File: src/rtl/sis_pkg.sv
package sis_pkg;

  localparam int DEF_CAPACITY = 64;
  localparam int VALUE_W      = 32;
  localparam int COUNT_W      = 7;

  localparam logic [1:0] ACT_TEST   = 2'd0;
  localparam logic [1:0] ACT_INSERT = 2'd1;
  localparam logic [1:0] ACT_REMOVE = 2'd2;

  typedef logic signed [VALUE_W-1:0] value_t;

  typedef struct packed {
    logic [1:0] action;
    value_t     value;
  } req_t;

  typedef struct packed {
    logic               was_member;
    logic [COUNT_W-1:0] member_count;
    logic               overflow;
  } rsp_t;

  // what one cell shows its neighbours
  typedef struct packed {
    value_t data;
    logic   valid;
    logic   after;   // slot holds a value >= key, or is empty
  } link_t;

  // broadcast to every cell
  typedef struct packed {
    value_t key;
    logic   ins;
    logic   rem;
  } cell_ctl_t;

endpackage

File: src/rtl/sis_cell.sv
module sis_cell
  import sis_pkg::*;
(
  input  logic      clk,
  input  logic      rst,
  input  cell_ctl_t ctl,
  input  link_t     left,
  input  link_t     right,
  output link_t     self,
  output logic      eq
);

  value_t data;
  logic   valid;
  value_t data_next;
  logic   valid_next;
  logic   ge;

  assign ge = valid && (data >= ctl.key);
  assign eq = valid && (data == ctl.key);

  assign self.data  = data;
  assign self.valid = valid;
  assign self.after = ge || !valid;

  always_comb begin
    data_next  = data;
    valid_next = valid;
    if (ctl.ins && self.after) begin
      if (left.after) begin
        data_next  = left.data;
        valid_next = left.valid;
      end else begin
        data_next  = ctl.key;
        valid_next = 1'b1;
      end
    end else if (ctl.rem && ge) begin
      data_next  = right.data;
      valid_next = right.valid;
    end
  end

  always_ff @(posedge clk) begin
    data <= data_next;
    if (rst) begin
      valid <= 1'b0;
    end else begin
      valid <= valid_next;
    end
  end

endmodule

File: config.mk
export PLATFORM = sky130hd
export DESIGN_NAME = sis_cell
export DESIGN_NICKNAME = d
export VERILOG_FILES = /design/src/rtl/sis_pkg.sv /design/src/rtl/sis_cell.sv
export SDC_FILE = /design/constraint.sdc
export NUM_CORES = 1
export LEC_CHECK = 0
export ABC_AREA = 1
export BUFFER_PORTS_ARGS = -buffer_cell sky130_fd_sc_hd__buf_2
export CAP_MARGIN = 25
export CORE_ASPECT_RATIO = 0.6
export CORE_MARGIN = 2
export CORE_UTILIZATION = 31
export CTS_BUF_LIST = sky130_fd_sc_hd__clkbuf_8 sky130_fd_sc_hd__clkbuf_16
export DETAILED_ROUTE_END_ITERATION = 16
export PLACE_DENSITY = 0.6
export SYNTH_ARGS = -nofsm -noshare
export SYNTH_HDL_FRONTEND = slang
export SYNTH_SLANG_ARGS = --single-unit
File: constraint.sdc
create_clock -name clk -period 3.6 [get_ports clk]
set_clock_uncertainty 0.05 [all_clocks]
set_input_delay 1.08 -clock clk [delete_from_list [all_inputs] [get_ports clk]]
set_output_delay 1.08 -clock clk [all_outputs]
set_load 0.05 [all_outputs]
**After elaboration in Yosys (flattened, before gate mapping)**

Index checks and enable logic that the tools add are counted.
W data, S select, Z words.

- Bits in registers: 33
- Output and inout bits: 35

- $lt $le $gt $ge: 1
- Equal/unequal tests: 1
- Muxes and demuxes: 6
- Reduce and logical (&&, ||, !) cells: 7

Operator list:

| cell | number |
|---|---|
| $mux W32 | 3 |
| $eq A32 B32 Y1 | 1 |
| $ge A32 B32 Y1 | 1 |
| $logic_and A1 B1 Y1 | 4 |
| $mux W1 | 3 |
| $reduce_bool A2 Y1 | 1 |
| $logic_not A1 Y1 | 1 |
| $logic_or A1 B1 Y1 | 1 |

**Longest topological paths before layout**

- Depth after elaboration: 5
- Gate-level depth with buffers: 20
- Depth with buffers taken out: 19

**Worst setup path after synthesis**

OpenSTA, ideal clock, no wires.

- Kind: input port to output port
- Start: input port ctl[33] (netlist bit)
- End: output port eq
- Data arrival time: 2.695 ns
- Slack: -0.225 ns
- Stages on the path: 9
- Path buffers: 0
- Path through: inv_1 ha_1 nand2_2 nor2_2 nand2_2 nor4_4 and2_4 inv_1 nor2_1

- Word-level cells in the longest chain between the ends: 2

Ends and longest elaborated chain:

| item | RTL line | source |
|---|---|---|
| from (decl) | sis_cell.sv:6 | `input cell_ctl_t ctl,` |
| $eq A32 B32 Y1 | sis_cell.sv:20 | `assign eq = valid && (data == ctl.key);` |
| $logic_and A1 B1 Y1 | sis_cell.sv:20 |  |
| to (decl) | sis_cell.sv:10 | `output logic eq` |

No other way between the ends.

==> results_dict.tcl <==
set metrics [dict create \
    vias 2713 \
    numPortBuffers 137 \
    numCtsBuffers 5 \
    pwr-share-comb_pct 44.3 \
    yosys_most_used_dff "edfxtp_1" \
    first_iter_violations 86 \
    syn_inst 337 \
    timing.final.ws_setup_ns -0.0005411 \
    ys_types 29 \
    syn_avg_cell_area_sq_um 8.465 \
    ys_warn_count 0 \
    worst_pin_slew_ns 0.6374 \
    grt_pass1_vias 2594 \
    wire_per_inst_um 13.35 \
    antenna_found_initial 0 \
    fmax_ghz 0.2777 \
    rsz0062_at_grt "yes" \
    holdWs_ns 0.5199 \
    cp-start-kind "primary input" \
    drc 0 \
    synth_nets 473 \
    start_util_pct 31.51 \
    critical_path_arrival_ns 2.47 \
    grt_start_max_net_pins 37 \
    crit_type "in2out" \
    io_pins 139 \
    die_h_um 78.31 \
    required_ns 2.47 \
    p_per_area_mw_per_mm2 387.2 \
    drv_slew 0 \
    hold_depth 2 \
    crit_path_end_kind "output port" \
    internal-power_mw 1.031 \
    drive_above_1_share_pct 56.44 \
    ys_seq_area_share_pct 34.39 \
    fin_crit_ns 3.601 \
    yosysMostFrequentCell "nand2_1" \
    overflow 0 \
    post-route-util_pct 48.84 \
    cts_sinks 33 \
    place_hpwl_mm 5.810 \
    grt_pass1_wl_mm 12.21 \
    synthTopCellsByArea "edfxtp_1 34%, nand2_1 17%, ha_1 14%, o211ai_2 13%, inv_1 5.5%" \
    n_fill_cell 889 \
    synth_top_area_share_pct 33.68 \
    row_count 27 \
    layout_worst_path_cycle_share_pct 100.0 \
    core_area_sq_mm 0.009054 \
    synthTopCellsByCount "132 x nand2_1, 42 x inv_1, 32 x edfxtp_1, 32 x ha_1, 30 x o211ai_2" \
    wirelength_mm 8.077 \
    seq_power_share_pct 31.7 \
    cts_buffer_depth 2 \
    clk_latency_ns 0.27 \
    die_area_sq_mm 0.01001 \
    h-tree-depth 2 \
    grt_use_total_pct 15.29 \
    max_cap_violations 0 \
    syn2layout_area_growth_pct 55.00 \
    gp_congestion 0.7945 \
    via_per_inst 4.484 \
    nets 624 \
    netlist_area_sq_mm 0.002853 \
    hold_violations 0 \
    ys_seq_elements 33 \
    async_flop_share_pct 0 \
    synth_edf_count 32 \
    clkPwrFrac_pct 24.0 \
    diodes 0 \
    die_w_um 127.8 \
    hp-class "reg2reg" \
    clk_pin_slew_worst_paths_ns 0.06 \
    first_pass_iters 4 \
    critical_path.max_fanout 2 \
    ir_worst_vdd_uv 197.8 \
    p_sw_uw 680.6 \
    rr_worst_depth 12 \
    swShare_pct 39.76 \
    violations "setup timing" \
    outcome "finished, violations left" \
    p_leak_nw 2.164 \
    cts-hold-fix-buffers 0 \
    synth_area_leader_cell "edfxtp_1" \
    cts_tree "yes" \
    root_buffer "clkbuf_16" \
    setup_violations 1 \
    ant_nets 0 \
    maxSlewHeadroom_pct 57.45 \
]
[final cells by class]
cell class,instances,area [sq um],area share (%)
well taps,116,145.1,3.282
clock inverters,3,12.51,0.2830
repair buffers,157,978.4,22.13
multi-input cells,244,1978,44.74
clock buffers,5,125.1,2.830
flip-flops and latches,33,980.9,22.18
inverters,47,201.4,4.556
[sequential cells by signal (all words and copies together), names as in the netlist]
register,cells
valid,1
data,32
[logic make-up after synthesis]
family / synth area share (%)
fa+ha+maj: 14.03
compound gates: 17.98
simple gates: 23.07
flops: 34.39
buf+inv: 10.53
[through the flow]
step | instance area (sq um) | TNS (ns) | setup slack [ns] | power, mW | std cells
2_1_floorplan | 2855 | 0 | 0.003247 | 0.9886 | 337
3_3_place_gp | 3735 | -0.4455 | -0.2317 | 1.167 | 594
3_5_place_dp | 3735 | -0.3872 | -0.1942 | 1.178 | 594
4_1_cts | 4073 | -0.2274 | -0.1181 | 1.641 | 604
5_1_grt | 4422 | -0.1695 | -0.09332 | 1.819 | 605
6_report | 4422 | -0.0005411 | -0.0005411 | 1.712 | 605
[power by group through the flow]
stage | clock, mW | combinational (mW) | sequential [mW]
final | 0.411 | 0.758 | 0.543
after global routing | 0.443 | 0.828 | 0.549
after CTS | 0.424 | 0.685 | 0.532
after detailed placement | 0 | 0.646 | 0.532
after global placement | 0 | 0.636 | 0.531
after floorplan | 0 | 0.286 | 0.703
[repair_timing]
item,CTS,global route
setup buffers,2,1
setup endpoints to repair,2,2
gates resized for setup,39,64
pin swaps,18,32
[layout by cell type, fill, tap and decap left out, types with 2 or more instances in the layout]
cell type,netlist,final
a21oi_1,15,6
a21oi_2,0,8
buf_12,3,3
buf_2,3,122
buf_4,3,17
buf_6,0,12
buf_8,0,3
clkbuf_16,0,5
clkinv_1,0,2
edfxtp_1,32,32
ha_1,32,8
ha_4,0,23
inv_1,42,23
inv_2,4,16
inv_4,0,7
nand2_1,132,120
nand2_2,2,12
nand2_4,1,3
nand3_1,3,2
nand4_1,2,2
nor2_1,12,8
nor2_2,2,2
nor2_4,0,4
o211ai_1,3,3
o211ai_2,30,30
o21a_1,2,2
[layer usage]
layer | part of all wire (%) | GRT usage, %
met5 | 0 | 0
met4 | 0.47 | 2.637
met3 | 5.6 | 3.954
met2 | 43 | 23.42
met1 | 51 | 21.94
[worst max-delay path, stage by stage]
cell and delay (ns):
buf_2 0.10, inv_1 0.12, ha_4 0.23, a21oi_1 0.14, o21a_1 0.14, nand2_2 0.08
a21oi_4 0.17, nand2_2 0.07, nand2_2 0.08, nand3_4 0.09, buf_8 0.16
[final timing paths]
check	startpoint	endpoint	slack, ns
max reg2reg	data[17]$_DFFE_PP_	data[18]$_DFFE_PP_	1.12
min	valid$_SDFFE_PP0P_	valid$_SDFFE_PP0P_	0.52
max	ctl[23]	self[0]	-0.0005
min reg2reg	valid$_SDFFE_PP0P_	valid$_SDFFE_PP0P_	0.52
(Power assumes the default switching activity.)
